<file path="src/sv/mtru_pkg.sv">
// Shared types, constants and helper functions for the Modbus TCP response unpacker.
`timescale 1ns / 1ps

package mtru_pkg;

   // Field widths of the byte channel and the result channel.
   localparam int RX_BYTE_W     = 8;
   localparam int COIL_COUNT_W  = 11;
   localparam int INDEX_W       = 16;
   localparam int VALUE_W       = 16;
   localparam int KIND_W        = 2;
   localparam int SEL_W         = 3;

   // Modbus function codes that the parser distinguishes.
   localparam logic [7:0] FC_READ_COILS    = 8'd1;
   localparam logic [7:0] FC_READ_INPUTS   = 8'd2;
   localparam logic [7:0] FC_READ_HOLDING  = 8'd3;
   localparam logic [7:0] FC_WRITE_COIL    = 8'd5;
   localparam logic [7:0] FC_WRITE_REG     = 8'd6;
   localparam logic [7:0] FC_WRITE_COILS   = 8'd15;
   localparam logic [7:0] FC_WRITE_REGS    = 8'd16;

   // Frame kind reported on every result.
   typedef enum logic [KIND_W-1:0] {
      KIND_BIT     = 2'd0,
      KIND_REG     = 2'd1,
      KIND_ACK     = 2'd2,
      KIND_UNKNOWN = 2'd3
   } kind_type;

   // Group from one received byte, drained one result per cycle while ready is high.
   typedef struct packed {
      logic                 bit_mode;
      logic                 has_write;
      logic                 frame_done;
      kind_type             kind;
      logic [SEL_W-1:0]     last_sel;
      logic [INDEX_W-1:0]   index;
      logic [VALUE_W-1:0]   word;
   } desc_type;

   // Classifies a function code into a frame kind.
   function automatic kind_type kind_of(input logic [7:0] fc);
      kind_type k;
      priority if (fc == FC_READ_COILS || fc == FC_READ_INPUTS) begin
         k = KIND_BIT;
      end else if (fc == FC_READ_HOLDING) begin
         k = KIND_REG;
      end else if (fc == FC_WRITE_COIL || fc == FC_WRITE_COILS ||
                   fc == FC_WRITE_REG || fc == FC_WRITE_REGS) begin
         k = KIND_ACK;
      end else begin
         k = KIND_UNKNOWN;
      end
      return k;
   endfunction

endpackage

</file>
<file path="src/sv/mtru_if.sv">
// Valid/ready channel interfaces for received bytes and for table-write results.
`timescale 1ns / 1ps

interface mtru_req_if;
   import mtru_pkg::*;

   logic                    valid;
   logic                    ready;
   logic [RX_BYTE_W-1:0]    rx_byte;
   logic [COIL_COUNT_W-1:0] coil_count;

   modport source (output valid, output rx_byte, output coil_count, input ready);
   modport sink   (input valid, input rx_byte, input coil_count, output ready);
endinterface

interface mtru_rsp_if;
   import mtru_pkg::*;

   logic                       valid;
   logic                       ready;
   logic                       write_valid;
   logic [INDEX_W-1:0]         write_index;
   logic signed [VALUE_W-1:0]  write_value;
   logic                       frame_done;
   logic [KIND_W-1:0]          frame_kind;
   logic                       last;

   modport source (output valid, output write_valid, output write_index,
                   output write_value, output frame_done, output frame_kind,
                   output last, input ready);
   modport sink   (input valid, input write_valid, input write_index,
                   input write_value, input frame_done, input frame_kind,
                   input last, output ready);
endinterface

</file>
<file path="src/sv/mtru_parser.sv">
// Frame parser: header, unit id, function code and data bytes to result groups.
`timescale 1ns / 1ps

module mtru_parser (
   input  logic                              clock,
   input  logic                              reset,
   input  logic                              accept,
   input  logic [mtru_pkg::RX_BYTE_W-1:0]    rx_byte,
   input  logic [mtru_pkg::COIL_COUNT_W-1:0] coil_count,
   output logic                              desc_load,
   output mtru_pkg::desc_type                desc
);
   import mtru_pkg::*;

   typedef enum logic [2:0] {
      PH_HEADER = 3'd0,
      PH_UNIT   = 3'd1,
      PH_FUNC   = 3'd2,
      PH_COUNT  = 3'd3,
      PH_DATA   = 3'd4,
      PH_SKIP   = 3'd5
   } phase_type;

   phase_type   phase_ff, phase_in;
   logic [2:0]  hdr_cnt_ff, hdr_cnt_in;
   logic [15:0] base_ff, base_in;
   logic [15:0] left_ff, left_in;
   logic [7:0]  fc_ff, fc_in;
   logic [7:0]  dbytes_ff, dbytes_in;
   logic [7:0]  dpos_ff, dpos_in;
   logic [7:0]  hold_ff, hold_in;

   logic [15:0]             left_dec;
   logic [15:0]             left_hdr;
   logic [7:0]              reg_limit;
   logic [COIL_COUNT_W-1:0] pos_bits;
   logic [COIL_COUNT_W-1:0] bits_left;
   logic [3:0]              bit_count;
   logic [3:0]              n_writes;
   logic                    frame_end;
   kind_type                end_kind;
   kind_type                write_kind;
   logic                    bit_mode;
   logic [15:0]             write_idx;
   logic [15:0]             write_word;

   // Bits still expected by the pending bit read from this data byte onward.
   assign pos_bits  = {dpos_ff, 3'b000};
   assign bits_left = coil_count - pos_bits;
   assign bit_count = (coil_count <= pos_bits) ? 4'd0 :
                      (bits_left >= COIL_COUNT_W'(8)) ? 4'd8 : bits_left[3:0];
   assign left_dec  = left_ff - 16'd1;
   assign left_hdr  = {left_ff[15:8], rx_byte};
   assign reg_limit = {dbytes_ff[7:1], 1'b0};

   // Next parser state and the result group caused by the current byte.
   always_comb begin
      phase_in   = phase_ff;
      hdr_cnt_in = hdr_cnt_ff;
      base_in    = base_ff;
      left_in    = left_ff;
      fc_in      = fc_ff;
      dbytes_in  = dbytes_ff;
      dpos_in    = dpos_ff;
      hold_in    = hold_ff;
      n_writes   = 4'd0;
      frame_end  = 1'b0;
      end_kind   = KIND_UNKNOWN;
      write_kind = KIND_BIT;
      bit_mode   = 1'b0;
      write_idx  = '0;
      write_word = '0;

      if (phase_ff == PH_HEADER) begin
         unique case (hdr_cnt_ff)
            3'd0:    base_in = {rx_byte, 8'h00};
            3'd1:    base_in = {base_ff[15:8], rx_byte};
            3'd4:    left_in = {rx_byte, 8'h00};
            3'd5:    left_in = left_hdr;
            default: ;
         endcase
         if (hdr_cnt_ff == 3'd5) begin
            hdr_cnt_in = 3'd0;
            if (left_hdr == 16'd0) begin
               frame_end = 1'b1;
            end else begin
               phase_in = PH_UNIT;
            end
         end else begin
            hdr_cnt_in = hdr_cnt_ff + 3'd1;
         end
      end else begin
         left_in = left_dec;
         unique case (phase_ff)
            PH_UNIT: begin
               phase_in = PH_FUNC;
            end
            PH_FUNC: begin
               fc_in    = rx_byte;
               phase_in = (kind_of(rx_byte) == KIND_BIT || kind_of(rx_byte) == KIND_REG) ?
                          PH_COUNT : PH_SKIP;
            end
            PH_COUNT: begin
               dbytes_in = rx_byte;
               dpos_in   = 8'd0;
               phase_in  = PH_DATA;
            end
            PH_DATA: begin
               if (kind_of(fc_ff) == KIND_BIT) begin
                  if (dpos_ff < dbytes_ff) begin
                     bit_mode   = 1'b1;
                     write_kind = KIND_BIT;
                     n_writes   = bit_count;
                     write_idx  = base_ff + {5'b00000, pos_bits};
                     write_word = {8'h00, rx_byte};
                     dpos_in    = dpos_ff + 8'd1;
                  end
               end else begin
                  if (dpos_ff < reg_limit) begin
                     if (dpos_ff[0] == 1'b0) begin
                        hold_in = rx_byte;
                     end else begin
                        write_kind = KIND_REG;
                        n_writes   = 4'd1;
                        write_idx  = base_ff + {9'b0, dpos_ff[7:1]};
                        write_word = {hold_ff, rx_byte};
                     end
                     dpos_in = dpos_ff + 8'd1;
                  end
               end
            end
            default: ;
         endcase
         if (left_dec == 16'd0) begin
            frame_end  = 1'b1;
            end_kind   = (phase_ff == PH_UNIT) ? KIND_UNKNOWN : kind_of(fc_in);
            phase_in   = PH_HEADER;
            hdr_cnt_in = 3'd0;
         end
      end
   end

   // Pack the result group for the expander.
   always_comb begin
      desc.bit_mode   = bit_mode;
      desc.has_write  = (n_writes != 4'd0);
      desc.frame_done = frame_end;
      desc.kind       = (n_writes != 4'd0) ? write_kind : end_kind;
      desc.last_sel   = (n_writes != 4'd0) ? SEL_W'(n_writes - 4'd1) : '0;
      desc.index      = write_idx;
      desc.word       = write_word;
   end

   assign desc_load = accept && ((n_writes != 4'd0) || frame_end);

   // Parser state registers.
   always_ff @(posedge clock) begin
      if (reset) begin
         phase_ff   <= PH_HEADER;
         hdr_cnt_ff <= 3'd0;
         base_ff    <= 16'd0;
         left_ff    <= 16'd0;
         fc_ff      <= 8'd0;
         dbytes_ff  <= 8'd0;
         dpos_ff    <= 8'd0;
         hold_ff    <= 8'd0;
      end else if (accept) begin
         phase_ff   <= phase_in;
         hdr_cnt_ff <= hdr_cnt_in;
         base_ff    <= base_in;
         left_ff    <= left_in;
         fc_ff      <= fc_in;
         dbytes_ff  <= dbytes_in;
         dpos_ff    <= dpos_in;
         hold_ff    <= hold_in;
      end
   end

endmodule

</file>
<file path="src/sv/mtru_expander.sv">
// Result register draining a result group, one write per cycle when ready.
`timescale 1ns / 1ps

module mtru_expander (
   input  logic               clock,
   input  logic               reset,
   input  logic               desc_load,
   input  mtru_pkg::desc_type desc,
   output logic               take_ready,
   mtru_rsp_if.source         rsp_ch
);
   import mtru_pkg::*;

   logic             valid_ff, valid_in;
   logic [SEL_W-1:0] sel_ff, sel_in;
   desc_type         desc_ff, desc_in;
   logic             is_last;
   logic             rsp_take;

   assign is_last    = (sel_ff == desc_ff.last_sel);
   assign rsp_take   = valid_ff && rsp_ch.ready;
   assign take_ready = !valid_ff || (rsp_ch.ready && is_last);

   // Load a new group, step to the next result, or empty out.
   always_comb begin
      valid_in = valid_ff;
      sel_in   = sel_ff;
      desc_in  = desc_ff;
      if (desc_load) begin
         valid_in = 1'b1;
         sel_in   = '0;
         desc_in  = desc;
      end else if (rsp_take) begin
         if (is_last) begin
            valid_in = 1'b0;
         end else begin
            sel_in = sel_ff + SEL_W'(1);
         end
      end
   end

   always_ff @(posedge clock) begin
      if (reset) begin
         valid_ff <= 1'b0;
         sel_ff   <= '0;
      end else begin
         valid_ff <= valid_in;
         sel_ff   <= sel_in;
      end
      desc_ff <= desc_in;
   end

   // Result fields for the current position in the group.
   assign rsp_ch.valid       = valid_ff;
   assign rsp_ch.write_valid = desc_ff.has_write;
   assign rsp_ch.write_index = desc_ff.has_write ?
                               desc_ff.index + {{(INDEX_W-SEL_W){1'b0}}, sel_ff} : '0;
   assign rsp_ch.write_value = !desc_ff.has_write ? '0 :
                               desc_ff.bit_mode ? $signed({VALUE_W{desc_ff.word[sel_ff]}}) :
                               $signed(desc_ff.word);
   assign rsp_ch.frame_done  = is_last && desc_ff.frame_done;
   assign rsp_ch.frame_kind  = desc_ff.kind;
   assign rsp_ch.last        = is_last;

endmodule

</file>
<file path="src/sv/modbus_tcp_response_unpacker.sv">
// Top level of the Modbus TCP response unpacker.
`timescale 1ns / 1ps

// Accepts a Modbus TCP response stream one byte per transaction and turns it into
// table writes. The header's transaction id is the table base index and its length
// field decides where the frame ends. Bit-read replies (functions 1 and 2) give one
// write of -1 or 0 per data bit up to coil_count, register replies (function 3) one
// write per big-endian word; write acknowledges and unknown functions give only the
// frame-end result. A byte is taken while the result register is empty or hands out
// its last result; a data byte of a bit read yields up to eight results, which leave
// the result register one per cycle while the receiver is ready. The next byte is
// accepted in the same cycle as the last result of the previous one.
module modbus_tcp_response_unpacker (
   input  logic       clock,
   input  logic       reset,
   mtru_req_if.sink   req_ch,
   mtru_rsp_if.source rsp_ch
);
   import mtru_pkg::*;

   logic     desc_load;
   desc_type desc;
   logic     take_ready;
   logic     accept;

   assign req_ch.ready = take_ready;
   assign accept       = req_ch.valid && take_ready;

   mtru_parser u_parser (
      .clock      (clock),
      .reset      (reset),
      .accept     (accept),
      .rx_byte    (req_ch.rx_byte),
      .coil_count (req_ch.coil_count),
      .desc_load  (desc_load),
      .desc       (desc)
   );

   mtru_expander u_expander (
      .clock      (clock),
      .reset      (reset),
      .desc_load  (desc_load),
      .desc       (desc),
      .take_ready (take_ready),
      .rsp_ch     (rsp_ch)
   );

endmodule

</file>
<file path="src/flat_wrapper.sv">
// flat-port wrapper written by rule: the top's interface ports become plain ports
module modbus_tcp_response_unpacker_flat import mtru_pkg::*;
  (clock, reset, req_ch_valid, req_ch_rx_byte, req_ch_coil_count, req_ch_ready, rsp_ch_valid, rsp_ch_write_valid, rsp_ch_write_index, rsp_ch_write_value, rsp_ch_frame_done, rsp_ch_frame_kind, rsp_ch_last, rsp_ch_ready);
  mtru_req_if req_ch_i ();
  mtru_rsp_if rsp_ch_i ();
  input  logic clock;
  input  logic reset;
  input wire logic [$bits(req_ch_i.valid)-1:0] req_ch_valid;
  input wire logic [$bits(req_ch_i.rx_byte)-1:0] req_ch_rx_byte;
  input wire logic [$bits(req_ch_i.coil_count)-1:0] req_ch_coil_count;
  output wire logic [$bits(req_ch_i.ready)-1:0] req_ch_ready;
  output wire logic [$bits(rsp_ch_i.valid)-1:0] rsp_ch_valid;
  output wire logic [$bits(rsp_ch_i.write_valid)-1:0] rsp_ch_write_valid;
  output wire logic [$bits(rsp_ch_i.write_index)-1:0] rsp_ch_write_index;
  output wire logic [$bits(rsp_ch_i.write_value)-1:0] rsp_ch_write_value;
  output wire logic [$bits(rsp_ch_i.frame_done)-1:0] rsp_ch_frame_done;
  output wire logic [$bits(rsp_ch_i.frame_kind)-1:0] rsp_ch_frame_kind;
  output wire logic [$bits(rsp_ch_i.last)-1:0] rsp_ch_last;
  input wire logic [$bits(rsp_ch_i.ready)-1:0] rsp_ch_ready;
  assign req_ch_i.valid = req_ch_valid;
  assign req_ch_i.rx_byte = req_ch_rx_byte;
  assign req_ch_i.coil_count = req_ch_coil_count;
  assign req_ch_ready = req_ch_i.ready;
  assign rsp_ch_valid = rsp_ch_i.valid;
  assign rsp_ch_write_valid = rsp_ch_i.write_valid;
  assign rsp_ch_write_index = rsp_ch_i.write_index;
  assign rsp_ch_write_value = rsp_ch_i.write_value;
  assign rsp_ch_frame_done = rsp_ch_i.frame_done;
  assign rsp_ch_frame_kind = rsp_ch_i.frame_kind;
  assign rsp_ch_last = rsp_ch_i.last;
  assign rsp_ch_i.ready = rsp_ch_ready;
  modbus_tcp_response_unpacker u_core (.clock(clock), .reset(reset), .req_ch(req_ch_i), .rsp_ch(rsp_ch_i));
endmodule
</file>
<file path="config.mk">
export PLATFORM = sky130hd
export DESIGN_NAME = modbus_tcp_response_unpacker_flat
export DESIGN_NICKNAME = d
export VERILOG_FILES = /design/src/sv/mtru_pkg.sv /design/src/sv/mtru_if.sv /design/src/sv/mtru_parser.sv /design/src/sv/mtru_expander.sv /design/src/sv/modbus_tcp_response_unpacker.sv /design/src/flat_wrapper.sv
export SDC_FILE = /design/constraint.sdc
export NUM_CORES = 1
export LEC_CHECK = 0
export ABC_AREA = 1
export BUFFER_PORTS_ARGS = -buffer_cell sky130_fd_sc_hd__buf_2
export CORE_UTILIZATION = 64
export CTS_CLUSTER_SIZE = 40
export DETAILED_ROUTE_END_ITERATION = 6
export PLACE_DENSITY = 0.84
export SLEW_MARGIN = 20
export SYNTH_ARGS = -nofsm -noshare
export SYNTH_HDL_FRONTEND = slang
export SYNTH_SLANG_ARGS = --single-unit
</file>
<file path="constraint.sdc">
create_clock -name clock -period 8.8 [get_ports clock]
set_clock_uncertainty 0.1 [all_clocks]
set_input_delay 2.64 -clock clock [delete_from_list [all_inputs] [get_ports clock]]
set_output_delay 2.64 -clock clock [all_outputs]
set_load 0.05 [all_outputs]
</file>
==> flow_summary_export.csv <==
group,metric,value,unit
power_and_ir_drop,ir_drop,0.219,mV
synth,synth_warnings,0,
global_route,grt_max_degree,41,
power_and_ir_drop,p_per_area,290,nW/um^2
global_route,grt.overflow.total,0,
floorplanning,placement_rows,39,
final_layout,antenna_cells,0,
sta,tightest_slew,1030,ps
cts,clockBufferDepth,2,
sta,final_max_slew_viol_count,0,
worst_setup_path,slowest_stage,"buf_2",
floorplanning,coreArea,11500,um^2
sta,relSlewSlack,30.8,%
worst_setup_path,critical_path_buf_inv_count,2,
global_route,grt_pass1_wl,30400,um
worst_setup_path,regToRegSetupSlack,5180,ps
cts,cts_max_level,4,
min_path,holdCritPathClass,"reg2reg",
synth,async_reset_ff_share,0,%
cts,cts_root_buf,"clkbuf_16",
worst_setup_path,path_cells,"buf_2, nand2_2, nand2_4, buf_2",
synth,syn_nets,1130,
cts,cts_buffers,17,
worst_setup_path,cp.required,6060,ps
final_layout,fin_util,74.4,%
power_and_ir_drop,p_leak,3.88,nW
sta,fmax,169,MHz
power_and_ir_drop,comb_power_share,43.3,%
synth,yosysSeqAreaShare,35.4,%
final_layout,final_cell_mix,"231 x nand2_1, 140 x inv_1, 121 x nor2_1, 112 x a21oi_1, 96 x o21ai_0",
worst_setup_path,crit_type,"in2out",
routing,first_pass_iters,5,
worst_setup_path,startpoint_type,"primary input",
sta,finalSetupViolations,0,
power_and_ir_drop,internal-power,0.00143,W
cts,clkTransAtPathRegs,50,ps
flow_run,maxCapViolCount,0,
placement,gp_congestion,0.910,
sta,rsz0062_at_grt,"no",
sta,setup_tns,0,ps
final_layout,drive_gt1_share,11.2,%
synth,synth-edff-count,40,
synth,syn_avg_cell_area,7.12,um^2
placement,dp_hpwl,13200,um
global_route,antenna_found_initial,1,
routing,dr_total_vias,7269,
final_layout,final_nets,1187,
final_layout,syn2layout_area_growth,12.7,%
cts,hold_buffers,0,
status,status,"finished, final reports clean",
cts,cts_sinks,114,
sta,hold_viol,0,
cts,clock_latency,420,ps
global_route,grt_pass1_vias,6430,
synth,synth.ff_latch_count,114,
final_layout,layout_commonest_cell,"nand2_1",
routing,wl_per_cell,14.6,um
cts,ctsResizeCount,0,
sta,fin_crit,5920,ps
cts,cts_setup_buffers,0,
cts,cts_tree,"done",
worst_setup_path,cpMostUsedCell,"buf_2",
floorplanning,start_util,66.0,%
routing,drt-total-wl,18600,um
synth,synth_ff_type,"dfxtp_1",
global_route,grt_use_total,31.1,%
floorplanning,die_height,111,um
power_and_ir_drop,switching_share,42.1,%
synth,syn_inst,1064,
routing,drc,0,
worst_setup_path,cp-end-kind,"output port",
routing,via_per_inst,5.69,
synth,syn-cell-area,7570,um^2
floorplanning,dieArea,12300,um^2
floorplanning,ios,62,
routing,drtIter0Drc,573,
worst_setup_path,cpLargestDelayFamily,"buffers and inverters",
power_and_ir_drop,switchingPower,0.00104,W
routing,antenna_left,0,
synth,yosysUniqueCellTypes,54,
placement,port_buffers,61,
floorplanning,die_w,111,um
power_and_ir_drop,seq_power_share,28.7,%
worst_setup_path,worst_ep_arrival_time,3180,ps
sta,period_share,67.3,%
power_and_ir_drop,pwr-share-clk,28.0,%
worst_setup_path,crit_fanout,3,
worst_setup_path,max_stage_delay,270,ps
worst reg2reg max path: stages (launching register included):
cell      delay (ps)
dfxtp_1          570
inv_1            200
fa_1             450
nand3_1          110
nand2_1          100
nand2_1          100
nand2_1           50
nand2_1           70
nand2_1           50
nor2_1           110
nand2_1          100
inv_1             80
and3_1           170
nor2_1            50
ha_1             240
nand3_2          160
o21bai_2         110
inv_1             60
buf_4            400
through the flow:
step | instance area, um^2 | power [W] | setup slack (ps) | std cells | hold WS, ps
CTS | 8530 | 0.00246 | 2870 | 1276 | 359
floorplan | 7570 | 0.00157 | 3000 | 1064 | 330
global placement | 7920 | 0.00174 | 2890 | 1244 | 343
finish | 8530 | 0.00248 | 2880 | 1277 | 360
global route | 8530 | 0.00266 | 2850 | 1277 | 385
detailed placement | 7920 | 0.00176 | 2880 | 1244 | 350
cell families after synthesis:
logic type	share of synthesized area, %
AOI/OAI and AO/OA	18.0
and+or+nand+nor	26.9
adders and majority gates	7.50
xor gates and xnor gates	2.53
buffers and inverters	9.29
muxes	0.281
DFF	35.4
synth_stat cells, types with 2 or more instances:
cell type | count | area, um^2
buf_2 | 6 | 30.0
o22ai_1 | 3 | 18.8
nor3b_1 | 2 | 15.0
clkbuf_1 | 13 | 48.8
inv_2 | 3 | 11.3
nand2_2 | 2 | 12.5
dfxtp_1 | 74 | 1480
o21ai_0 | 96 | 480
nor2_8 | 2 | 40.0
a211oi_1 | 11 | 82.6
edfxtp_1 | 40 | 1200
fa_1 | 4 | 80.1
o211ai_1 | 6 | 45.0
nor2_2 | 3 | 18.8
buf_4 | 4 | 30.0
nand4_1 | 10 | 62.6
o21bai_1 | 2 | 15.0
nor3_1 | 21 | 105
a21oi_1 | 112 | 561
a32o_1 | 2 | 20.0
or2_2 | 3 | 18.8
o21ai_2 | 3 | 26.3
nand3_2 | 3 | 30.0
ha_1 | 39 | 488
nand3_1 | 45 | 225
inv_1 | 140 | 526
nand2_1 | 231 | 867
xnor2_1 | 7 | 61.3
nor2_1 | 121 | 454
nand3b_1 | 8 | 60.1
a22oi_1 | 7 | 52.6
a31oi_1 | 2 | 12.5
buf_6 | 4 | 45.0
nand2_4 | 3 | 33.8
xor2_1 | 13 | 114
power groups by stage:
stage	logic [W]	registers, W	clock network, W
final	0.00107	0.000712	0.000693
after global routing	0.00122	0.000721	0.000722
after CTS	0.00106	0.000708	0.000698
after detailed placement	0.00104	0.000716	0
after global placement	0.00102	0.000714	0
after floorplan	0.000876	0.000697	0
final timing paths:
check                                  endpoint                        from  cells after the start
hold reg to reg      u_core.u_parser.hold_ff[3]  u_core.u_parser.hold_ff[3]                      2
hold / removal       u_core.u_parser.hold_ff[3]  u_core.u_parser.hold_ff[3]                      2
setup reg to reg  u_core.u_expander.desc_ff[30]  u_core.u_parser.dpos_ff[1]                     18
setup / recovery                   req_ch_ready                rsp_ch_ready                      4
flip-flops by register name, indices dropped and copies added, names as in the netlist:
name,cells
u_core.u_expander.rsp_ch.write_valid,1
u_core.u_expander.desc_ff,37
u_core.u_expander.rsp_ch.frame_kind,2
u_core.u_parser.phase_ff,3
u_core.u_parser.hold_ff,8
u_core.u_parser.left_ff,16
u_core.u_parser.dpos_ff,8
u_core.u_parser.fc_ff,8
u_core.u_parser.dbytes_ff,8
u_core.u_expander.sel_ff,3
u_core.u_parser.base_ff,16
u_core.u_expander.rsp_ch.valid,1
u_core.u_parser.hdr_cnt_ff,3
metal layers:
| metal | track usage (%) | share of wire, % | vias to the layer above | routed length (um) |
|---|---|---|---|---|
| li1 | - | - | 3662 | - |
| met1 | 41.7 | 43 | 3253 | 8090 |
| met2 | 50.4 | 46 | 306 | 8610 |
| met3 | 5.41 | 8.2 | 46 | 1530 |
| met4 | 11.3 | 2.0 | 2 | 376 |
| met5 | 0 | 0.097 | - | 18 |
cell type report:
| type | instances | area (um^2) |
|---|---|---|
| fill | 897 | 2930 |
| multi-input combinational | 778 | 4190 |
| sequential | 114 | 2680 |
| clock inverter | 13 | 160 |
| timing repair buffer | 65 | 335 |
| tap | 143 | 179 |
| inverter | 145 | 549 |
| clock buffer | 19 | 443 |
Power figures use the tool's default switching activity.
